`config.mk`:
```
export PLATFORM = sky130hd
export DESIGN_NAME = sat_ctrl
export DESIGN_NICKNAME = d
export VERILOG_FILES = /design/src/design/sat_pkg.sv /design/src/design/sat_ctrl.sv
export VERILOG_INCLUDE_DIRS = /design/src /design/src/design
export SDC_FILE = /design/constraint.sdc
export NUM_CORES = 1
export LEC_CHECK = 0
export BUFFER_PORTS_ARGS = -buffer_cell sky130_fd_sc_hd__clkbuf_2
export CAP_MARGIN = 20
export CORE_ASPECT_RATIO = 1.5
export CORE_MARGIN = 4
export CORE_UTILIZATION = 50
export DETAILED_ROUTE_END_ITERATION = 8
export HOLD_SLACK_MARGIN = 0.02
export PLACE_DENSITY_LB_ADDON = 0.1
export SLEW_MARGIN = 20
export SYNTH_ARGS = -nofsm -noshare
export SYNTH_HDL_FRONTEND = slang
export SYNTH_SLANG_ARGS = --single-unit
```
`constraint.sdc`:
```
create_clock -name clk -period 6.3 [get_ports clk]
set_clock_uncertainty 0.15 [all_clocks]
set_input_delay 0.63 -clock clk [delete_from_list [all_inputs] [get_ports clk]]
set_output_delay 0.63 -clock clk [all_outputs]
set_load 0.01 [all_outputs]
```
`src/design/assert_macros.svh`:
```
// Assertion macros used by the sorted array table RTL.
`ifndef ASSERT_MACROS_SVH
`define ASSERT_MACROS_SVH

`ifndef NO_ASSERTIONS

// A property that must hold at every clock edge outside reset.
`define SAT_ASSERT(label, clk, rst_n, prop, msg) \
    label: assert property (@(posedge clk) disable iff (!rst_n) (prop)) else $error(msg);

// A condition that must be followed by a consequence in the next cycle.
`define SAT_ASSERT_NEXT(label, clk, rst_n, ante, cons, msg) \
    label: assert property (@(posedge clk) disable iff (!rst_n) (ante) |=> (cons)) \
        else $error(msg);

`else

`define SAT_ASSERT(label, clk, rst_n, prop, msg)
`define SAT_ASSERT_NEXT(label, clk, rst_n, ante, cons, msg)

`endif

`endif

```
`src/design/sat_pkg.sv`:
```
// Package with the types and constants of the sorted array table.
`timescale 1ns / 1ps

package sat_pkg;

    localparam int DEPTH       = 128;
    localparam int VALUE_WIDTH = 32;
    localparam int ADDR_W      = $clog2(DEPTH);
    localparam int CNT_W       = $clog2(DEPTH + 1);
    localparam int IDX_W       = 7;
    localparam int OCC_W       = 8;
    localparam int CAP_W       = 8;
    localparam int CMP_W       = (CNT_W > IDX_W) ? CNT_W : IDX_W + 1;

    localparam logic [CAP_W-1:0] CAP_RESET = CAP_W'(100);

    typedef enum logic [1:0] {
        OP_INSERT,
        OP_REMOVE,
        OP_READ,
        OP_FIND
    } sat_op_t;

    typedef enum logic [1:0] {
        ST_OK,
        ST_FULL,
        ST_RANGE,
        ST_NOT_FOUND
    } sat_status_t;

    typedef struct packed {
        sat_op_t                        op;
        logic signed [VALUE_WIDTH-1:0]  value;
        logic [IDX_W-1:0]               index;
    } sat_req_t;

    typedef struct packed {
        sat_status_t                    status;
        logic signed [VALUE_WIDTH-1:0]  data;
        logic [IDX_W-1:0]               position;
        logic [OCC_W-1:0]               occupancy;
    } sat_result_t;

endpackage

```
`src/design/sat_ctrl.sv`:
```
// Sequencer that searches, shifts and updates the sorted entries in memory.
`timescale 1ns / 1ps

`include "assert_macros.svh"

module sat_ctrl
    import sat_pkg::*;
(
    input  logic                   clk,
    input  logic                   rst_n,
    input  logic                   req_valid,
    output logic                   req_stall,
    input  sat_req_t               req,
    input  logic [CAP_W-1:0]       capacity,
    output logic                   res_valid,
    input  logic                   res_take,
    output sat_result_t            res,
    output logic                   rd_en,
    output logic [ADDR_W-1:0]      rd_addr,
    input  logic [VALUE_WIDTH-1:0] rd_data,
    output logic                   wr_en,
    output logic [ADDR_W-1:0]      wr_addr,
    output logic [VALUE_WIDTH-1:0] wr_data
);

    typedef enum logic [2:0] {
        S_IDLE,
        S_LOAD,
        S_SEARCH_RD,
        S_SEARCH_CMP,
        S_FIND_CHK,
        S_SHIFT_UP,
        S_SHIFT_DN,
        S_DONE
    } state_t;

    state_t                        state_reg, state_next;
    sat_op_t                       op_reg, op_next;
    logic signed [VALUE_WIDTH-1:0] value_reg, value_next;
    logic [CNT_W-1:0]              lo_reg, lo_next;
    logic [CNT_W-1:0]              hi_reg, hi_next;
    logic [CNT_W-1:0]              mid_reg, mid_next;
    logic [CNT_W-1:0]              ptr_reg, ptr_next;
    logic [ADDR_W-1:0]             last_reg, last_next;
    logic                          move_reg, move_next;
    logic [CNT_W-1:0]              count_reg, count_next;
    sat_status_t                   status_reg, status_next;
    logic signed [VALUE_WIDTH-1:0] data_reg, data_next;
    logic [CNT_W-1:0]              pos_reg, pos_next;

    logic [CNT_W-1:0]              eff_cap;
    logic [CNT_W-1:0]              mid_calc;
    logic                          go_right;

    always_comb
    begin
        if (CMP_W'(capacity) > CMP_W'(DEPTH))
        begin
            eff_cap = CNT_W'(DEPTH);
        end
        else
        begin
            eff_cap = CNT_W'(capacity);
        end
    end

    assign mid_calc = lo_reg + ((hi_reg - lo_reg) >> 1);

    always_comb
    begin
        if (op_reg == OP_INSERT)
        begin
            go_right = $signed(rd_data) <= value_reg;
        end
        else
        begin
            go_right = $signed(rd_data) < value_reg;
        end
    end

    always_comb
    begin
        state_next  = state_reg;
        op_next     = op_reg;
        value_next  = value_reg;
        lo_next     = lo_reg;
        hi_next     = hi_reg;
        mid_next    = mid_reg;
        ptr_next    = ptr_reg;
        last_next   = last_reg;
        move_next   = move_reg;
        count_next  = count_reg;
        status_next = status_reg;
        data_next   = data_reg;
        pos_next    = pos_reg;
        rd_en       = 1'b0;
        rd_addr     = '0;
        wr_en       = 1'b0;
        wr_addr     = '0;
        wr_data     = rd_data;

        unique case (state_reg)
            S_IDLE:
            begin
                if (req_valid)
                begin
                    op_next     = req.op;
                    value_next  = req.value;
                    status_next = ST_OK;
                    data_next   = '0;
                    pos_next    = '0;
                    lo_next     = '0;
                    hi_next     = count_reg;
                    unique case (req.op)
                        OP_INSERT:
                        begin
                            if (count_reg >= eff_cap)
                            begin
                                status_next = ST_FULL;
                                state_next  = S_DONE;
                            end
                            else
                            begin
                                state_next = S_SEARCH_RD;
                            end
                        end
                        OP_FIND:
                        begin
                            state_next = S_SEARCH_RD;
                        end
                        OP_REMOVE, OP_READ:
                        begin
                            if (CMP_W'(req.index) >= CMP_W'(count_reg))
                            begin
                                status_next = ST_RANGE;
                                state_next  = S_DONE;
                            end
                            else
                            begin
                                rd_en      = 1'b1;
                                rd_addr    = ADDR_W'(req.index);
                                ptr_next   = CNT_W'(req.index) + CNT_W'(1);
                                state_next = S_LOAD;
                            end
                        end
                    endcase
                end
            end

            S_LOAD:
            begin
                data_next = $signed(rd_data);
                move_next = 1'b0;
                if (op_reg == OP_READ)
                begin
                    state_next = S_DONE;
                end
                else
                begin
                    state_next = S_SHIFT_DN;
                end
            end

            S_SHIFT_DN:
            begin
                if (move_reg)
                begin
                    wr_en   = 1'b1;
                    wr_addr = last_reg - ADDR_W'(1);
                end
                if (ptr_reg < count_reg)
                begin
                    rd_en     = 1'b1;
                    rd_addr   = ADDR_W'(ptr_reg);
                    last_next = ADDR_W'(ptr_reg);
                    move_next = 1'b1;
                    ptr_next  = ptr_reg + CNT_W'(1);
                end
                else
                begin
                    move_next = 1'b0;
                    if (!move_reg)
                    begin
                        count_next = count_reg - CNT_W'(1);
                        state_next = S_DONE;
                    end
                end
            end

            S_SEARCH_RD:
            begin
                if (lo_reg < hi_reg)
                begin
                    rd_en      = 1'b1;
                    rd_addr    = ADDR_W'(mid_calc);
                    mid_next   = mid_calc;
                    state_next = S_SEARCH_CMP;
                end
                else if (op_reg == OP_INSERT)
                begin
                    ptr_next   = count_reg;
                    move_next  = 1'b0;
                    state_next = S_SHIFT_UP;
                end
                else if (lo_reg < count_reg)
                begin
                    rd_en      = 1'b1;
                    rd_addr    = ADDR_W'(lo_reg);
                    state_next = S_FIND_CHK;
                end
                else
                begin
                    status_next = ST_NOT_FOUND;
                    state_next  = S_DONE;
                end
            end

            S_SEARCH_CMP:
            begin
                if (go_right)
                begin
                    lo_next = mid_reg + CNT_W'(1);
                end
                else
                begin
                    hi_next = mid_reg;
                end
                state_next = S_SEARCH_RD;
            end

            S_FIND_CHK:
            begin
                if ($signed(rd_data) == value_reg)
                begin
                    pos_next = lo_reg;
                end
                else
                begin
                    status_next = ST_NOT_FOUND;
                end
                state_next = S_DONE;
            end

            S_SHIFT_UP:
            begin
                if (move_reg)
                begin
                    wr_en   = 1'b1;
                    wr_addr = last_reg + ADDR_W'(1);
                end
                if (ptr_reg > lo_reg)
                begin
                    rd_en     = 1'b1;
                    rd_addr   = ADDR_W'(ptr_reg - CNT_W'(1));
                    last_next = ADDR_W'(ptr_reg - CNT_W'(1));
                    move_next = 1'b1;
                    ptr_next  = ptr_reg - CNT_W'(1);
                end
                else
                begin
                    move_next = 1'b0;
                    if (!move_reg)
                    begin
                        wr_en      = 1'b1;
                        wr_addr    = ADDR_W'(lo_reg);
                        wr_data    = value_reg;
                        count_next = count_reg + CNT_W'(1);
                        pos_next   = lo_reg;
                        state_next = S_DONE;
                    end
                end
            end

            S_DONE:
            begin
                if (res_take)
                begin
                    state_next = S_IDLE;
                end
            end
        endcase
    end

    always_ff @(posedge clk or negedge rst_n)
    begin
        if (!rst_n)
        begin
            state_reg <= S_IDLE;
            count_reg <= '0;
            move_reg  <= 1'b0;
        end
        else
        begin
            state_reg <= state_next;
            count_reg <= count_next;
            move_reg  <= move_next;
        end
    end

    always_ff @(posedge clk)
    begin
        op_reg     <= op_next;
        value_reg  <= value_next;
        lo_reg     <= lo_next;
        hi_reg     <= hi_next;
        mid_reg    <= mid_next;
        ptr_reg    <= ptr_next;
        last_reg   <= last_next;
        status_reg <= status_next;
        data_reg   <= data_next;
        pos_reg    <= pos_next;
    end

    assign req_stall     = (state_reg != S_IDLE);
    assign res_valid     = (state_reg == S_DONE);
    assign res.status    = status_reg;
    assign res.data      = data_reg;
    assign res.position  = IDX_W'(pos_reg);
    assign res.occupancy = OCC_W'(count_reg);

    `SAT_ASSERT(a_count_bound, clk, rst_n, count_reg <= CNT_W'(DEPTH), "entry count above depth")
    `SAT_ASSERT(a_idle_no_write, clk, rst_n, !(state_reg == S_IDLE && wr_en), "write while idle")
    `SAT_ASSERT(a_no_rw_clash, clk, rst_n, !(wr_en && rd_en && wr_addr == rd_addr), "read and write hit one entry")
    `SAT_ASSERT_NEXT(a_idle_count_hold, clk, rst_n, state_reg == S_IDLE, count_reg == $past(count_reg), "count changed without a request")

endmodule

```
==> summary.md, run 1 <==
| Metric | Value |
|---|---|
| DRC Markers | 0 |
| Die Span Y | 172.9 µm |
| Max Freq | 201.0 MHz |
| Cells after DPL | 1249 |
| Layout Cells excl Fill | 1283 |
| CTS Hold Bufs | 1 |
| Fillcell total | 1523 |
| # diodes | 0 |
| Port Buf Inserts | 183 |
| Worst slew margin | 33.47% |
| # nets final | 1243 |
| Top layer in use | met4 |
| Share of the synthesized area in the top cell type | 37.79% |
| Post-layout util | 60.66% |
| Initial antenna violation count | 0 |
| Initial DRC Count | 516 |
| Hold slack | 231.7 ps |
| Drt pass-1 iters | 5 |
| Post_cts resized | 0 |
| ANT nets after route | 0 |
| Via count | 7439 |
| Fin. Hold Viols | 0 |
| Post-Route WL | 26460 µm |
| Static Leak | 0.004753 µW |
| Worst-path fanout max | 8 |
| Syn Nets | 1059 |
| Sequential share of power | 29.0% |
| Fin crit period | 4974 ps |
| First-pass GRT wire length | 41070 µm |
| Synth Warn # | 0 |
| Area of the die | 20380 µm² |
| PwrDens | 510.2 nW/µm² |
| Critical Path End Type | output port |
| Average footprint of a synthesized cell | 10.42 µm² |
| Routed wire length on met2 | 13430 µm |
| Number of global-route vias before repair | 7535 |
| Net Sw Power | 2417 µW |
| Drt wl/cell | 20.62 µm |
| Kind of critical path | flip-flop to output port |
| Syn Inst Count | 869 |
| Top_reg_cell synth | edfxtp_1 |
| Row count | 60 |
| Post-CTS Setup Bufs | 0 |
| Core ar. | 17870 µm² |
| Total of max-cap violations | 0 |
| Register area share after synthesis | 41.10% |
| Setup TNS | 0 ps |
| Num CTS Buffers | 17 |
| Worst VDD drop | 359.0 µV |
| CTS tree | done |
| Skew-Pair Late Insertion Delay | 420 ps |
| Worst-case clock buffer depth | 2 |
| Most frequent cell after synthesis | edfxtp_1 |
| Worst-Margin Slew | 995.5 ps |
| HPWL after DPL | 20080 µm |
| Clk Tree Root Cell | clkbuf_16 |
| Startpoint types | flip-flop |
| Sink Count | 126 |
| All-Layer GR Usage | 25.82% |
| Ys async rst share | 9.524% |
| # H-tree levels | 4 |
| Layout area overhead | 19.64% |
| Combinational cell fraction of total power | 52.8% |
| Post-synth cell types | 69 |
| Largest cells by area after synthesis | edfxtp_1, ha_1, mux2_2 |
| Layout cells sized above 1 | 25.42% |
| Post-Syn Area | 9059 µm² |
| Sw Ratio | 43.71% |
| Required time of the critical path | 5520 ps |
| Clock share of power | 18.2% |
| M1 WL | 10290 µm |
| Final setup vio count | 0 |
| Grt total ovfl | 0 |
| RSZ-0062 raised after global routing | false |
| Initial core utilization | 50.70% |
| IO Count | 184 |
| Gp weighted congestion | 0.9089 |
| Final Power | 5530 µW |
| Final Max Slew Viols | 0 |
| Largest net degree at the start of global routing | 39 |
| Synth top cells by count | edfxtp_1, ha_1, inv_1 |
| Post-synth EDFFs | 114 |
| Int Pwr | 3113 µW |
| Top cell type by total area after synthesis | edfxtp_1 |
| Outcome | complete, no violations |
| Met3 WL post-DR | 1286 µm |
| Worst Hold Class | input pin to flip-flop |
| Arrival time at the worst endpoint | 4190 ps |
| Vias per cell | 5.798 |
| Fraction of the cycle the final worst path needs | 78.95% |
| Yosys reg bits | 126 |
| Clock Pin Slew Worst Setup and Hold Paths | 60 ps |
| Die width | 117.9 µm |
-- power groups by stage --
stage,Clock [µW],Combinational [µW],Sequential (µW)
floorplan,0,2070,1490
global placement,0,2840,1620
detailed placement,0,2890,1610
CTS,1010,2910,1600
global route,1050,3240,1620
finish,1000,2920,1600
-- worst max-delay path, stage by stage (launching register included) --
cell,delay [ps]
edfxtp_1,580
inv_1,130
ha_1,330
nor2b_1,130
o21ai_0,230
a21boi_0,160
o21ai_0,280
nor2b_1,200
xnor2_1,140
ha_1,290
nor2_1,100
nor2_1,50
o31a_1,120
or4_1,530
a21oi_1,240
a2111o_1,140
clkbuf_2,120
-- layout make-up --
class                           instances  area, µm²  area share [%]
Clock buffer                           18      429.2           3.960
Clock inverter                         14      170.2           1.570
Inverter                               80      300.3           2.771
Multi-Input combinational cell        635       4930           45.49
Sequential cell                       126       3724           34.36
Tap cell                              217      271.5           2.505
Timing Repair Buffer                  193       1013           9.351
-- per-layer routing --
metal  track usage (%)  vias to the layer above
li1                  -                     3574
met5                 0                        -
met4             14.67                        0
met1             29.32                     3503
met3             4.450                       76
met2             45.60                      286
-- layout by cell type (no fill, tap or decap), types with 13 or more instances in the layout --
cell,instances
clkbuf_2,183
edfxtp_1,114
ha_1,102
inv_1,80
nand2_1,55
nor2_1,54
a21oi_1,51
and2_1,40
mux2_2,27
xnor2_1,26
o21ai_0,22
nand4_1,20
nand3_1,19
clkbuf_16,17
mux2i_1,16
nand2b_1,15
nor3_1,13
nor2b_1,13
xor2_1,13
mux2_1,13
-- metrics by stage --
stage	cell area [µm²]	setup WS [ps]
after floorplan	9059	2126
after global placement	10200	1929
after detailed placement	10200	1859
after CTS	10810	1348
after global routing	10840	1134
final	10840	1326
-- cell families after synthesis --
group | synth area share (%)
and+or+nand+nor | 14.88
DFF | 41.10
buffers and inverters | 4.848
xor gates and xnor gates | 3.771
muxes | 6.906
adders and majority gates | 14.75
AOI/OAI and AO/OA | 13.74
-- path summary, 6_finish.rpt --
path	startpoint	to	slack [ps]	cells past startpoint
worst max-delay path	lo_reg[1]	rd_addr[5]	1330	16
worst min-delay path	req[16]	value_reg[9]	230	1
worst max register to register	state_reg[1]	count_reg[7]	2070	10
worst min register to register	state_reg[1]	state_reg[1]	470	2
max in group asynchronous	rst_n	state_reg[2]	5270	2
min in group asynchronous	rst_n	count_reg[2]	480	2
Note: power is estimated with default switching activity, not from simulation.
==> run 2, diff against run 1 <==
clock period = 4.5 ns   (was 6.3 ns; I/O delays follow)
==> summary.md, run 2 (synthesized netlist as in run 1, its figures left out) <==
| Metric | Value |
|---|---|
| Outcome | complete, no violations (unchanged) |
| Beginning of the worst hold path | req[7] (was req[16]) |
| Drt wl/cell | 20.68 µm (was 20.62 µm) |
| CTS tree | done (unchanged) |
| Worst Hold Class | input pin to flip-flop (unchanged) |
| # nets final | 1259 (was 1243) |
| Fin. Hold Viols | 0 (unchanged) |
| Crit-path slowest cell | or4_4 (was edfxtp_1) |
| Worst-path fanout max | 4 (was 8) |
| Required time of the critical path | 3900 ps (was 5520 ps) |
| Gp weighted congestion | 0.9141 (was 0.9089) |
| Worst-Margin Slew | 1043 ps (was 995.5 ps) |
| Die width | 117.9 µm (unchanged) |
| IO Count | 184 (unchanged) |
| Startpoint types | flip-flop (unchanged) |
| Final setup vio count | 0 (unchanged) |
| Vias per cell | 5.841 (was 5.798) |
| Critical Path End Type | output port (unchanged) |
| # diodes | 0 (unchanged) |
| Skew-Pair Late Insertion Delay | 430 ps (was 420 ps) |
| Post-Route WL | 26870 µm (was 26460 µm) |
| Final Max Slew Viols | 0 (unchanged) |
| # H-tree levels | 4 (unchanged) |
| Sink Count | 126 (unchanged) |
| Port Buf Inserts | 183 (unchanged) |
| Clk Tree Root Cell | clkbuf_16 (unchanged) |
| Via count | 7588 (was 7439) |
| Most frequent cells in the layout | clkbuf_2, edfxtp_1, ha_1 (unchanged) |
| Fraction of the cycle the final worst path needs | 96.79% |
| Worst reg2reg path depth | 10 (unchanged) |
| Layout cells sized above 1 | 27.17% (was 25.42%) |
| All-Layer GR Usage | 26.15% (was 25.82%) |
| Post-layout util | 61.38% (was 60.66%) |
| Commonest non-fill, non-tap cell in the layout | clkbuf_2 (unchanged) |
| Reg-to-reg slack, setup | 1210 ps (was 2070 ps) |
| Worst-case clock buffer depth | 2 (unchanged) |
| Initial core utilization | 50.70% (unchanged) |
| Die Span Y | 172.9 µm (unchanged) |
| First-pass GRT wire length | 41300 µm (was 41070 µm) |
| Initial DRC Count | 539 (was 516) |
| Static Leak | 0.004824 µW (was 0.004753 µW) |
| CP Cell Sequence | ha_2, fa_2, nand2b_4, a21oi_4, a21o_1, a21oi_1, xnor2_1, ha_1, inv_1, nor2_1, o31a_1, or4_4, a21oi_2, a2111o_1, clkbuf_2 (was inv_1, ha_1, nor2b_1, o21ai_0, a21boi_0, o21ai_0, nor2b_1, xnor2_1, ha_1, nor2_1, nor2_1, o31a_1, or4_1, a21oi_1, a2111o_1, clkbuf_2) |
| Worst hold path depth | 1 (unchanged) |
| Worst slew margin | 30.36% (was 33.47%) |
| Num CTS Buffers | 17 (unchanged) |
| Row count | 60 (unchanged) |
| ANT nets after route | 0 (unchanged) |
| Kind of critical path | flip-flop to output port (unchanged) |
| Worst Setup SP | lo_reg[0] (was lo_reg[1]) |
| Layout Cells excl Fill | 1299 (was 1283) |
| Grt total ovfl | 0 (unchanged) |
| Setup TNS | 0 ps (unchanged) |
| Final Power | 7825 µW (was 5530 µW) |
| Worst Hold End | value_reg[0] (was value_reg[9]) |
| Total of max-cap violations | 0 (unchanged) |
| DRC Markers | 0 (unchanged) |
| Initial antenna violation count | 0 (unchanged) |
| Layout area overhead | 21.06% (was 19.64%) |
| Drt pass-1 iters | 5 (unchanged) |
| Core ar. | 17870 µm² (unchanged) |
| Fillcell total | 1554 (was 1523) |
| Max Freq | 229.6 MHz |
| Fin crit period | 4356 ps |
| FF-to-FF End | ptr_reg[6] (was count_reg[7]) |
| PwrDens | 713.5 nW/µm² (was 510.2 nW/µm²) |
| Crit path largest cell delay | 520 ps (was 580 ps) |
| Worst VDD drop | 517.9 µV (was 359.0 µV) |
| Clock Pin Slew Worst Setup and Hold Paths | 60 ps (about the same) |
| Worst R2R Start | state_reg[0] (was state_reg[1]) |
| Largest net degree at the start of global routing | 39 (unchanged) |
| Cells after DPL | 1262 (was 1249) |
| HPWL after DPL | 20460 µm (was 20080 µm) |
| Arrival time at the worst endpoint | 3760 ps (was 4190 ps) |
| Hold slack | 40.43 ps (was 231.7 ps) |
| Number of global-route vias before repair | 7649 (was 7535) |
| Area of the die | 20380 µm² (unchanged) |
==> run 2: cell count changes in the layout (fill, tap and decap cells not counted), sizes merged <==
cell / before / now
clkinvlp: 3 / 4
bufinv: 3 / 0
buf: 9 / 25
clkinv: 8 / 5
clkbuf: 201 / 206
==> run 2: final cells by class <==
type	instances	area, µm²	area share [%]
multi-input cells	635	4971	45.33
flip-flops and latches	126	3724	33.95
repair buffers	209	1134	10.34
clock buffers	23	511.7	4.666
inverters	80	300.3	2.738
well taps	217	271.5	2.476
clock inverters	9	55.05	0.5020
==> run 2: repair_timing <==
item                                    in CTS  in global routing
resized for setup                            2                 11
endpoints found under the setup margin       1                  2
pin swaps                                    0                  5
buffers inserted                             0                  3
cloned                                       0                  0
hold buffers                                 1                  0
hold endpoints to repair                    12                  0
==> run 2: metal layers <==
| metal | vias to the layer above | GRT usage [%] | wire length (µm) |
|---|---|---|---|
| li1 | 3613 | - | - |
| met1 | 3624 | 29.13 | 10270 |
| met2 | 294 | 47.71 | 14010 |
| met3 | 57 | 4.385 | 1429 |
| met4 | 0 | 13.20 | 1156 |
| met5 | - | 0 | 0 |
==> run 2: where the power goes <==
part / internal (µW) / switching [µW]
logic: 1800 / 2570
clock network: 796 / 517
registers: 1790 / 352
total: 4380 / 3440
==> run 2: per-stage QoR <==
| step | setup slack [ps] | cell area, µm² |
|---|---|---|
| 2_1_floorplan | 325.5 | 9059 |
| 3_3_place_gp | 537.0 | 10300 |
| 3_5_place_dp | 463.2 | 10300 |
| 4_1_cts | 27.80 | 10880 |
| 5_1_grt | -10.54 | 10970 |
| 6_report | 144.3 | 10970 |
==> run 2: critical path: cells and delay by family (launching register included) <==
kind | cells | cell delay, ps
AOI/OAI and AO/OA | 6 | 860
and+or+nand+nor | 3 | 750
DFF | 1 | 410
adders and majority gates | 3 | 920
xor gates and xnor gates | 1 | 140
buffers and inverters | 2 | 230
==> run 2: worst max path at each step <==
stage                              to  cells after the start
after floorplan           data_reg[0]                      7
after CTS                  rd_addr[5]                     13
final                      rd_addr[5]                     15
after detailed placement   rd_addr[5]                     13
after global routing       rd_addr[5]                     16
after global placement     rd_addr[5]                     13
